File: config.mk
export PLATFORM = sky130hd
export DESIGN_NAME = ordered_list_insert_remove
export DESIGN_NICKNAME = d
export VERILOG_FILES = /design/src/olir_pkg.sv /design/src/olir_ram.sv /design/src/ordered_list_insert_remove.sv
export VERILOG_INCLUDE_DIRS = /design/src /design/src/src
export SDC_FILE = /design/constraint.sdc
export NUM_CORES = 2
export LEC_CHECK = 0
export BUFFER_PORTS_ARGS = -buffer_cell sky130_fd_sc_hd__buf_4
export CAP_MARGIN = 20
export CORE_ASPECT_RATIO = 0.7
export CORE_MARGIN = 2
export CORE_UTILIZATION = 40
export DETAILED_ROUTE_END_ITERATION = 7
export PLACE_DENSITY_LB_ADDON = 0.08
export SLEW_MARGIN = 15
export SYNTH_ARGS = -nofsm -noshare
export SYNTH_HDL_FRONTEND = slang
export SYNTH_SLANG_ARGS = --single-unit
File: constraint.sdc
create_clock -name clk -period 8.6 [get_ports clk]
set_input_delay 0.43 -clock clk [delete_from_list [all_inputs] [get_ports clk]]
set_output_delay 0.43 -clock clk [all_outputs]
set_load 0.005 [all_outputs]
File: src/ordered_list_insert_remove_assert.svh
// Assertion macros for the ordered list block.
// Each macro takes a label, the clock, the active-low reset, a trigger and a consequence.
`ifndef ORDERED_LIST_INSERT_REMOVE_ASSERT_SVH
`define ORDERED_LIST_INSERT_REMOVE_ASSERT_SVH

`ifndef SYNTHESIS

// Consequence holds in the same cycle as the trigger.
`define OLIR_ASSERT_SAME(label, clk, rst_n, trig, cons) \
  label: assert property (@(posedge clk) disable iff (!rst_n) (trig) |-> (cons)) \
    else $error("assertion failed");

// Consequence holds in the cycle after the trigger.
`define OLIR_ASSERT_NEXT(label, clk, rst_n, trig, cons) \
  label: assert property (@(posedge clk) disable iff (!rst_n) (trig) |=> (cons)) \
    else $error("assertion failed");

`else

`define OLIR_ASSERT_SAME(label, clk, rst_n, trig, cons)
`define OLIR_ASSERT_NEXT(label, clk, rst_n, trig, cons)

`endif

`endif

File: src/olir_pkg.sv
`timescale 1ns / 1ps

package olir_pkg;

  // List geometry
  localparam int CAPACITY   = 64;
  localparam int WORD_WIDTH = 32;
  localparam int IDX_W      = $clog2(CAPACITY);
  localparam int CNT_W      = $clog2(CAPACITY + 1);
  localparam int FUNC_W     = 3;

  typedef logic [WORD_WIDTH-1:0] word_t;
  typedef logic [IDX_W-1:0]      idx_t;
  typedef logic [CNT_W-1:0]      cnt_t;
  typedef logic [FUNC_W-1:0]     func_t;

  // Operation codes
  localparam func_t F_GET    = 3'd0;
  localparam func_t F_SET    = 3'd1;
  localparam func_t F_APPEND = 3'd2;
  localparam func_t F_INSERT = 3'd3;
  localparam func_t F_POP    = 3'd4;
  localparam func_t F_REMOVE = 3'd5;
  localparam func_t F_CLEAR  = 3'd6;

endpackage

File: src/olir_ram.sv
`timescale 1ns / 1ps

module olir_ram #(
  parameter int DEPTH = 64,
  parameter int WIDTH = 32,
  parameter int AW    = $clog2(DEPTH)
) (
  input  logic             clk,
  input  logic             we,
  input  logic [AW-1:0]    wa,
  input  logic [WIDTH-1:0] wd,
  input  logic             re,
  input  logic [AW-1:0]    ra,
  output logic [WIDTH-1:0] rd
);

  logic [WIDTH-1:0] mem [DEPTH];
  logic [WIDTH-1:0] rd_r;

  // Write one word per cycle
  always_ff @(posedge clk) begin
    if (we) begin
      mem[wa] <= wd;
    end
  end

  // Register the read word
  always_ff @(posedge clk) begin
    if (re) begin
      rd_r <= mem[ra];
    end
  end

  assign rd = rd_r;

endmodule

File: src/ordered_list_insert_remove.sv
`timescale 1ns / 1ps
// Ordered list of up to 64 words of 32 bits with an occupancy count.
// Issue a request by raising start with in_func, in_index and in_value; the word
// is taken at a rising edge where start is high and busy is low. Every request
// answers with exactly one result: out_strobe is high for one cycle with
// out_read_value, out_ok and out_count. The receiver cannot stall; it must take
// the result in that cycle.
// Path from accept to strobe:
//   set, append, clear, rejected: result in the cycle after accept (busy stays low)
//   get, pop: through the registered memory read, S_RUN and the output register
//   remove, insert: S_RUN walks index to last entry; insert then writes in S_FIN
// Insert and remove stream the shifted entries through the single-port-pair
// entry RAM, one read and one write per cycle. A new request may be accepted
// in the cycle the result of the previous one is shown.
// Reset empties the list at once; entry contents are not cleared, and clear
// only drops the count, since entries at or above the count are never read.
module ordered_list_insert_remove (
  input  logic                   clk,
  input  logic                   rst_n,
  input  logic                   start,
  output logic                   busy,
  input  olir_pkg::func_t        in_func,
  input  olir_pkg::idx_t         in_index,
  input  olir_pkg::word_t        in_value,
  output logic                   out_strobe,
  output olir_pkg::word_t        out_read_value,
  output logic                   out_ok,
  output olir_pkg::cnt_t         out_count
);
  import olir_pkg::*;

  localparam logic [1:0] S_IDLE = 2'd0;
  localparam logic [1:0] S_RUN  = 2'd1;
  localparam logic [1:0] S_FIN  = 2'd2;

  localparam cnt_t CAP_C = CNT_W'(CAPACITY);

  logic [1:0] st_r, st_nxt;
  func_t      op_r, op_nxt;
  idx_t       idx_r, idx_nxt;
  word_t      val_r, val_nxt;
  cnt_t       cnt_r, cnt_nxt;
  idx_t       rp_r, rp_nxt;
  idx_t       pa_r, pa_nxt;
  logic       more_r, more_nxt;
  word_t      rdv_r, rdv_nxt;

  logic       out_strobe_r;
  word_t      out_rd_r;
  logic       out_ok_r;
  cnt_t       out_cnt_r;

  logic       emit;
  word_t      e_rd;
  logic       e_ok;
  cnt_t       e_cnt;

  logic       mem_we, mem_re;
  idx_t       mem_wa, mem_ra;
  word_t      mem_wd, mem_rd;

  logic       in_rng;
  logic       not_full;
  cnt_t       cnt_m1;
  cnt_t       rp_inc;

  olir_ram #(
    .DEPTH (CAPACITY),
    .WIDTH (WORD_WIDTH),
    .AW    (IDX_W)
  ) u_ram (
    .clk (clk),
    .we  (mem_we),
    .wa  (mem_wa),
    .wd  (mem_wd),
    .re  (mem_re),
    .ra  (mem_ra),
    .rd  (mem_rd)
  );

  assign in_rng   = {1'b0, in_index} < cnt_r;
  assign not_full = cnt_r < CAP_C;
  assign cnt_m1   = cnt_r - 1'b1;
  assign rp_inc   = {1'b0, rp_r} + 1'b1;

  // Sequence requests and the shift stream
  always_comb begin
    st_nxt   = st_r;
    op_nxt   = op_r;
    idx_nxt  = idx_r;
    val_nxt  = val_r;
    cnt_nxt  = cnt_r;
    rp_nxt   = rp_r;
    pa_nxt   = pa_r;
    more_nxt = more_r;
    rdv_nxt  = rdv_r;
    mem_we   = 1'b0;
    mem_wa   = '0;
    mem_wd   = '0;
    mem_re   = 1'b0;
    mem_ra   = '0;
    emit     = 1'b0;
    e_rd     = '0;
    e_ok     = 1'b0;
    e_cnt    = cnt_r;
    case (st_r)
      S_IDLE: begin
        if (start) begin
          op_nxt  = in_func;
          idx_nxt = in_index;
          val_nxt = in_value;
          case (in_func)
            F_GET: begin
              if (in_rng) begin
                mem_re = 1'b1;
                mem_ra = in_index;
                st_nxt = S_RUN;
              end else begin
                emit = 1'b1;
              end
            end
            F_SET: begin
              emit = 1'b1;
              if (in_rng) begin
                mem_we = 1'b1;
                mem_wa = in_index;
                mem_wd = in_value;
                e_ok   = 1'b1;
              end
            end
            F_APPEND: begin
              emit = 1'b1;
              if (not_full) begin
                mem_we  = 1'b1;
                mem_wa  = cnt_r[IDX_W-1:0];
                mem_wd  = in_value;
                cnt_nxt = cnt_r + 1'b1;
                e_cnt   = cnt_nxt;
                e_ok    = 1'b1;
              end
            end
            F_INSERT: begin
              if (in_rng && not_full) begin
                // Walk down from the last entry
                mem_re   = 1'b1;
                mem_ra   = cnt_m1[IDX_W-1:0];
                pa_nxt   = cnt_m1[IDX_W-1:0];
                rp_nxt   = cnt_m1[IDX_W-1:0] - 1'b1;
                more_nxt = cnt_m1[IDX_W-1:0] != in_index;
                st_nxt   = S_RUN;
              end else begin
                emit = 1'b1;
              end
            end
            F_POP: begin
              if (cnt_r != '0) begin
                mem_re = 1'b1;
                mem_ra = cnt_m1[IDX_W-1:0];
                st_nxt = S_RUN;
              end else begin
                emit = 1'b1;
              end
            end
            F_REMOVE: begin
              if (in_rng) begin
                // Walk up from the removed entry
                mem_re   = 1'b1;
                mem_ra   = in_index;
                pa_nxt   = in_index;
                rp_nxt   = in_index + 1'b1;
                more_nxt = ({1'b0, in_index} + 1'b1) < cnt_r;
                st_nxt   = S_RUN;
              end else begin
                emit = 1'b1;
              end
            end
            F_CLEAR: begin
              emit    = 1'b1;
              e_ok    = 1'b1;
              cnt_nxt = '0;
              e_cnt   = '0;
            end
            default: begin
              emit = 1'b1;
            end
          endcase
        end
      end
      S_RUN: begin
        case (op_r)
          F_GET: begin
            emit   = 1'b1;
            e_ok   = 1'b1;
            e_rd   = mem_rd;
            st_nxt = S_IDLE;
          end
          F_POP: begin
            emit    = 1'b1;
            e_ok    = 1'b1;
            e_rd    = mem_rd;
            cnt_nxt = cnt_m1;
            e_cnt   = cnt_m1;
            st_nxt  = S_IDLE;
          end
          F_REMOVE: begin
            // Keep the removed word, move every later word down one place
            if (pa_r == idx_r) begin
              rdv_nxt = mem_rd;
            end else begin
              mem_we = 1'b1;
              mem_wa = pa_r - 1'b1;
              mem_wd = mem_rd;
            end
            if (more_r) begin
              mem_re   = 1'b1;
              mem_ra   = rp_r;
              pa_nxt   = rp_r;
              rp_nxt   = rp_r + 1'b1;
              more_nxt = rp_inc < cnt_r;
            end else begin
              emit    = 1'b1;
              e_ok    = 1'b1;
              e_rd    = (pa_r == idx_r) ? mem_rd : rdv_r;
              cnt_nxt = cnt_m1;
              e_cnt   = cnt_m1;
              st_nxt  = S_IDLE;
            end
          end
          F_INSERT: begin
            // Move every word from the index up one place
            mem_we = 1'b1;
            mem_wa = pa_r + 1'b1;
            mem_wd = mem_rd;
            if (more_r) begin
              mem_re   = 1'b1;
              mem_ra   = rp_r;
              pa_nxt   = rp_r;
              rp_nxt   = rp_r - 1'b1;
              more_nxt = rp_r != idx_r;
            end else begin
              st_nxt = S_FIN;
            end
          end
          default: begin
            st_nxt = S_IDLE;
          end
        endcase
      end
      S_FIN: begin
        // Drop the new word into the opened slot
        mem_we  = 1'b1;
        mem_wa  = idx_r;
        mem_wd  = val_r;
        cnt_nxt = cnt_r + 1'b1;
        e_cnt   = cnt_nxt;
        emit    = 1'b1;
        e_ok    = 1'b1;
        st_nxt  = S_IDLE;
      end
      default: begin
        st_nxt = S_IDLE;
      end
    endcase
  end

  // Control state
  always_ff @(posedge clk) begin
    if (!rst_n) begin
      st_r         <= S_IDLE;
      cnt_r        <= '0;
      out_strobe_r <= 1'b0;
    end else begin
      st_r         <= st_nxt;
      cnt_r        <= cnt_nxt;
      out_strobe_r <= emit;
    end
  end

  // Request and result payload
  always_ff @(posedge clk) begin
    op_r    <= op_nxt;
    idx_r   <= idx_nxt;
    val_r   <= val_nxt;
    rp_r    <= rp_nxt;
    pa_r    <= pa_nxt;
    more_r  <= more_nxt;
    rdv_r   <= rdv_nxt;
    if (emit) begin
      out_rd_r  <= e_rd;
      out_ok_r  <= e_ok;
      out_cnt_r <= e_cnt;
    end
  end

  assign busy           = st_r != S_IDLE;
  assign out_strobe     = out_strobe_r;
  assign out_read_value = out_rd_r;
  assign out_ok         = out_ok_r;
  assign out_count      = out_cnt_r;

  `include "ordered_list_insert_remove_assert.svh"

  `OLIR_ASSERT_NEXT(a_accept_answers, clk, rst_n, start && !busy, busy || out_strobe)
  `OLIR_ASSERT_SAME(a_reject_zero, clk, rst_n, out_strobe && !out_ok, out_read_value == '0)
  `OLIR_ASSERT_SAME(a_write_in_list, clk, rst_n, mem_we, {1'b0, mem_wa} <= cnt_r)

endmodule
== Yosys cells after proc, flatten, opt, wreduce, memory -nomap -nowiden ==
Memory sizes are Yosys's and may differ from the RTL's. A register that Yosys moved wholly into a read port is not among the register bits.
Cells that the tools add are included.
Word-level totals
  register bits: 136
  bits in writable memories: 2048
  output and inout bits: 42
  memories kept: 1
Memory list
  u_ram.mem: words 64, width 32, read ports 1, clocked after memory_dff 1, write ports 1, line olir_ram.sv:17  | logic [WIDTH-1:0] mem [DEPTH];
Operators by class
  add/sub/neg operators: 10
  magnitude comparators: 4
  equal/unequal tests: 28
  muxes and demuxes: 89
  reduce and logical (&&, ||, !) cells: 16
Operators with widths (count)
  32-bit two-way mux: 6
  32-bit one-hot mux with 2 select lines: 3
  6-bit two-way mux: 19
  32-bit one-hot mux with 3 select lines: 1
  6-bit one-hot mux with 2 select lines: 8
  6-bit one-hot mux with 3 select lines: 2
  7-bit one-hot mux with 2 select lines: 2
  3-bit inequality test, second input constant: 8
  1-bit two-way mux: 22
  7-bit two-way mux: 3
  7-bit one-hot mux with 3 select lines: 1
  6-bit by 1-bit adder with 6-bit output, second input constant: 3
  1-bit one-hot mux with 3 select lines: 6
  6-bit by 1-bit subtractor with 6-bit output, second input constant: 3
  3-bit == test, second input constant: 5
  6-bit by 1-bit adder with 7-bit output, second input constant: 2
  7-bit less-than comparator: 2
  1-bit one-hot mux with 2 select lines: 7
  7-bit AND reduction: 2
  2-bit two-way mux: 6
  6-bit inequality test: 2
  3-bit by 2-bit == test with 1-bit output, second input constant: 3
  2-bit one-hot mux with 2 select lines: 2
  8-bit AND reduction: 1
  21 further kinds: 28

== Longest topological paths before layout ==
  depth after elaboration: 7
  gate-level depth with buffers: 17
  gate-level depth less buffers: 11

== Cells and area by module ==
From an unflattened synthesis, not the netlist that was laid out.
Unflattened totals
  cell total of the unflattened synthesis: 4239
  area, all modules: 87402.6 sq um
By module, submodules not included
  olir_ram: instances 1, cells an instance 3511, area each 79359.9 sq um, seq. area each 62459.9 sq um
  ordered_list_insert_remove: instances 1, cells an instance 728, area each 8042.7 sq um, seq. area each 3983.8 sq um

== Worst setup path after synthesis ==
Ideal clock, no wire load.
  path type: flip-flop to flip-flop
  start: register cnt_r[3]
  end: register out_cnt_r[0], in the netlist out_count[0], enable pin
  library setup time: 494 ps
  data arrival time: 4602 ps
  data required time: 8106 ps
  path slack: 3504 ps
  cell stages (with the launch flop): 10
  cell sequence: dfxtp_1 > buf_2 > inv_1 > ha_1 > nand4b_1 > a211oi_4 > or2_2 > o21a_1 > a21oi_1 > o21ai_0
Between the ends
  cells in the longest elaborated chain, start to end: 6
  elaborated cells between the ends (all ways): 10
  those cells by class: 2 x order compare; 6 x mux; 2 x reduce/logical
Ends and longest elaborated chain
  start, declared: line ordered_list_insert_remove.sv:42  | cnt_t cnt_r, cnt_nxt;
  start signal, assigned: line ordered_list_insert_remove.sv:274  | cnt_r <= cnt_nxt;
  6-bit by 7-bit less-than comparator with 1-bit output / 7-bit less-than comparator (equally long branches): line ordered_list_insert_remove.sv:81, ordered_list_insert_remove.sv:82
  1-bit logical AND: line ordered_list_insert_remove.sv:143  | if (in_rng && not_full) begin
  1-bit two-way mux: line ordered_list_insert_remove.sv:143
  1-bit one-hot mux with 3 select lines (*): line ordered_list_insert_remove.sv:112  | case (in_func)
  1-bit two-way mux (*): line ordered_list_insert_remove.sv:108  | if (start) begin
  1-bit one-hot mux with 3 select lines (*): line ordered_list_insert_remove.sv:106  | case (st_r)
  via emit: line ordered_list_insert_remove.sv:53  | logic emit;
  end signal, assigned: line ordered_list_insert_remove.sv:291  | out_cnt_r <= e_cnt;
  end, declared: line ordered_list_insert_remove.sv:51  | cnt_t out_cnt_r;
The timed path passes the listed nets; every way through them passes the cells marked *.
A chain may end at the register's enable or synchronous reset.

== Worst setup path in the final report ==
  start: register cnt_r[3]
  end: register u_ram.rd_r[17], in the netlist u_ram.rd[17], read port of u_ram.mem, data pin
Between the ends
  cells in the longest elaborated chain, start to end: 6
  elaborated cells between the ends (all ways): 17
  those cells by class: 1 x add/sub; 2 x order compare; 12 x mux; 2 x reduce/logical
Ends and longest elaborated chain
  6-bit by 7-bit less-than comparator with 1-bit output / 7-bit less-than comparator (equally long branches): line ordered_list_insert_remove.sv:81, ordered_list_insert_remove.sv:82
  1-bit logical AND: line ordered_list_insert_remove.sv:143
  6-bit two-way mux / 1-bit two-way mux (equally long branches): line ordered_list_insert_remove.sv:143
  6-bit one-hot mux with 3 select lines / 1-bit one-hot mux with 3 select lines (equally long branches): line ordered_list_insert_remove.sv:112
  6-bit two-way mux / 1-bit two-way mux (equally long branches): line ordered_list_insert_remove.sv:108
  6-bit one-hot mux with 2 select lines / 1-bit one-hot mux with 2 select lines (equally long branches): line ordered_list_insert_remove.sv:106
  end, declared: line olir_ram.sv:18  | logic [WIDTH-1:0] rd_r;
Parallel ways exist; a longest one is shown, timed or not.

==> impl_metrics.env <==
export IMPL_status="finished, final reports clean"
export IMPL_drt_pre_antenna_iters=7
export IMPL_numPortBuffers=85
export IMPL_grt_pass1_wl_mm=431.7
export IMPL_syn_area_per_cell_um2=13.99
export IMPL_syn2layout_area_growth_pct=13.84
export IMPL_drcViolationCount=0
export IMPL_synth_mux_area_share_pct=4.069
export IMPL_die_w_um=567.7
export IMPL_min_path_cells=2
export IMPL_start_kind="flop"
export IMPL_p_leak_uw=0.03330
export IMPL_post_cts_buffers=0
export IMPL_netlist_top_cells_count="edfxtp_1 (2206), nand2_1 (1446), nand3_1 (508)"
export IMPL_worstMarginPinSlew_ps=1135
export IMPL_clock_root_buffer="clkbuf_16"
export IMPL_hold_path_class="in -> reg"
export IMPL_grt_pass1_vias=53680
export IMPL_synth_edf_count=2206
export IMPL_gr_total_overflow=0
export IMPL_die_y_um=398.6
export IMPL_powerDensity_nw_per_um2=224.9
export IMPL_min_to="val_r[17]"
export IMPL_netlist_instances=6358
export IMPL_yosysWarnings=0
export IMPL_ff2ff_path_depth=14
export IMPL_clock_latency_ps=870
export IMPL_synth_cell_area_um2=88960
export IMPL_ios=86
export IMPL_drv_cap=0
export IMPL_seqCellArea_um2=66440
export IMPL_nets=6620
export IMPL_h_tree_depth=4
export IMPL_gp_congestion=0.8698
export IMPL_ys_async_sr_fraction_pct=0
export IMPL_drv_slew=0
export IMPL_netlist_area_leader_share_pct=74.47
export IMPL_core_rowCount=144
export IMPL_maxSlewHeadroom_pct=23.55
export IMPL_holdWs_ps=296.1
export IMPL_pre_cts_slack_ps=2765
export IMPL_vias=56963
export IMPL_setup_viol=0
export IMPL_drtIter0Drc=8115
export IMPL_path_class="reg -> reg"
export IMPL_r2r_slack_ps=2810
export IMPL_cts_tree="built"
export IMPL_max_clock_path_buffers=4
export IMPL_drive_above_1_share_pct=11.74
export IMPL_dieArea_um2=226200
export IMPL_antenna_found_initial=13
export IMPL_via_per_inst=5.916
export IMPL_synth_top_family_by_area="simple AND/OR/NAND/NOR gates"
export IMPL_fin_crit_ps=5786
export IMPL_synthAdderAreaFrac_pct=0.4726
export IMPL_path_clk_slew_ps=70
export IMPL_crit_arrival_ps=6400
export IMPL_setup_tns_final_ps=0
export IMPL_cts_resized=0
export IMPL_synth_area_leaders="edfxtp_1 (74%), nand2_1 (6.1%), mux2i_1 (3.6%)"
export IMPL_cts_made_buffers=219
export IMPL_final_hold_violation_count=0
export IMPL_dp_cells=9198
export IMPL_grt_setup_unrepaired="false"
export IMPL_wl_mm=310.0
export IMPL_path_max_fanout=61
export IMPL_core_um2=220500
export IMPL_fin_crit_sh_pct=67.28
export IMPL_r2r_end="u_ram.rd[17]"
export IMPL_hold_buffers=43
export IMPL_hold_start="in_value[17]"
export IMPL_grt_start_max_net_pins=140
export IMPL_synth_largest_area_cell="edfxtp_1"
export IMPL_finalNonFillerCells=9628
export IMPL_drtAntennaViolNets=0
export IMPL_fin_skew_ps=65.26
export IMPL_synth_flop_cell="edfxtp_1"
export IMPL_clock_sinks=2216
export IMPL_synth_compound_area_share_pct=5.957
export IMPL_fillers=19575
export IMPL_synth_seq_cells=2216
export IMPL_timing_rr_start="cnt_r[3]"
export IMPL_crit_path_end_kind="flop"
export IMPL_synth_seq_area_share_pct=74.69
export IMPL_ir_drop_mv=0.1573
export IMPL_wire_per_inst_um=32.20
export IMPL_multi_input_area_um2=21350
export IMPL_synthesis_nets=6435
export IMPL_fin_ws_ps=2814
export IMPL_fmax_mhz=172.8
export IMPL_crit_required_ps=9210
export IMPL_placed_area_um2=94140
export IMPL_fin_area_um2=101300
export IMPL_start_util_pct=40.34
export IMPL_synth_most_common_cell="edfxtp_1"
export IMPL_synthXorXnorAreaFrac_pct=0.4627
export IMPL_synth_cell_types=85
export IMPL_post_dp_hpwl_mm=185.4
export IMPL_synth_simple_area_share_pct=12.16
export IMPL_globalRouteTotalUtil_pct=26.97
-- worst max-delay path, cell delays in order, from the launching register on --
cell and delay (ps):
dfxtp_1 550, inv_1 210, ha_1 250, a211oi_2 360, nor2_1 210, nor4b_1 790
a211oi_4 90, buf_12 270, nor2_4 790, buf_4 400, a32oi_1 170, and3_1 200
a2111oi_0 750, buf_4 270, nor4_1 70
-- power by group --
part / switching, µW / internal [µW]
registers: 60.4 / 11900
logic: 1050 / 408
clock network: 4140 / 5180
total: 5250 / 17500
-- sequential cells by signal, indices dropped and copies added, names as in the netlist --
register        cells
cnt_r               7
idx_r               6
more_r              1
op_r                3
out_count           7
out_ok              1
out_read_value     32
out_strobe          1
pa_r                6
rdv_r              32
rp_r                6
st_r                2
u_ram.mem        2048
u_ram.rd           32
val_r              32
-- how the worst max path moves through the flow --
stage	slack [ps]	startpoint	cells after the start	end
6_report	2810	cnt_r[3]	14	u_ram.rd[17]
5_1_grt	2570	cnt_r[3]	10	u_ram.mem[48][29]
4_1_cts	2780	cnt_r[3]	14	u_ram.rd[17]
3_5_place_dp	2760	cnt_r[3]	14	u_ram.rd[17]
3_3_place_gp	2700	cnt_r[3]	13	u_ram.rd[27]
2_1_floorplan	3500	cnt_r[3]	9	out_count[0]
-- cell families (layout without fill, tap and decap cells) --
family,Yosys count,count (layout)
adders and majority gates,33,33
xor gates and xnor gates,47,47
buffers and inverters,431,779
and+or+nand+nor,2494,2494
muxes,356,356
AOI/OAI and AO/OA,781,781
DFF,2216,2216
other,0,2
-- metal layers --
layer / up-vias / track usage (%) / routed length [µm]
met1: 29566 / 42.03 / 142900
met3: 394 / 4.942 / 27480
met5: - / 0 / 14
li1: 24356 / - / -
met4: 2 / 5.776 / 6706
met2: 2645 / 39.01 / 132900
-- metrics by stage --
step	power [µW]	util (%)
final	22770	45.92
after detailed placement	13660	42.69
after floorplan	12970	-
after global routing	23430	45.92
after CTS	22910	45.92
after global placement	13650	42.63
-- area by class of cell --
class                   instances  area share, %
diodes                          2       0.004942
clock buffers                 272          5.671
clock inverters               112         0.9328
inverters                      43         0.1680
multi-input cells            3711          21.08
flip-flops and latches       2216          65.61
well taps                    2920          3.608
repair buffers                352          2.926
-- placed cells by master (no fill, tap or decap), types with 43 or more instances in the layout --
cell / Yosys / final
o22ai_1: 99 / 99
clkbuf_1: 185 / 50
mux2i_1: 320 / 320
nor2_4: 0 / 85
buf_4: 39 / 290
nand2_1: 1446 / 1446
nand4_1: 87 / 87
nor3_1: 51 / 51
nand3_1: 508 / 506
and3_1: 56 / 56
nor2_1: 224 / 131
dlygate4sd3_1: 0 / 43
o21ai_0: 76 / 73
clkbuf_16: 0 / 222
a21oi_1: 207 / 206
clkinv_2: 0 / 49
a32oi_1: 92 / 92
a31oi_1: 73 / 73
edfxtp_1: 2206 / 2206
Power figures use the tool's default switching activity.
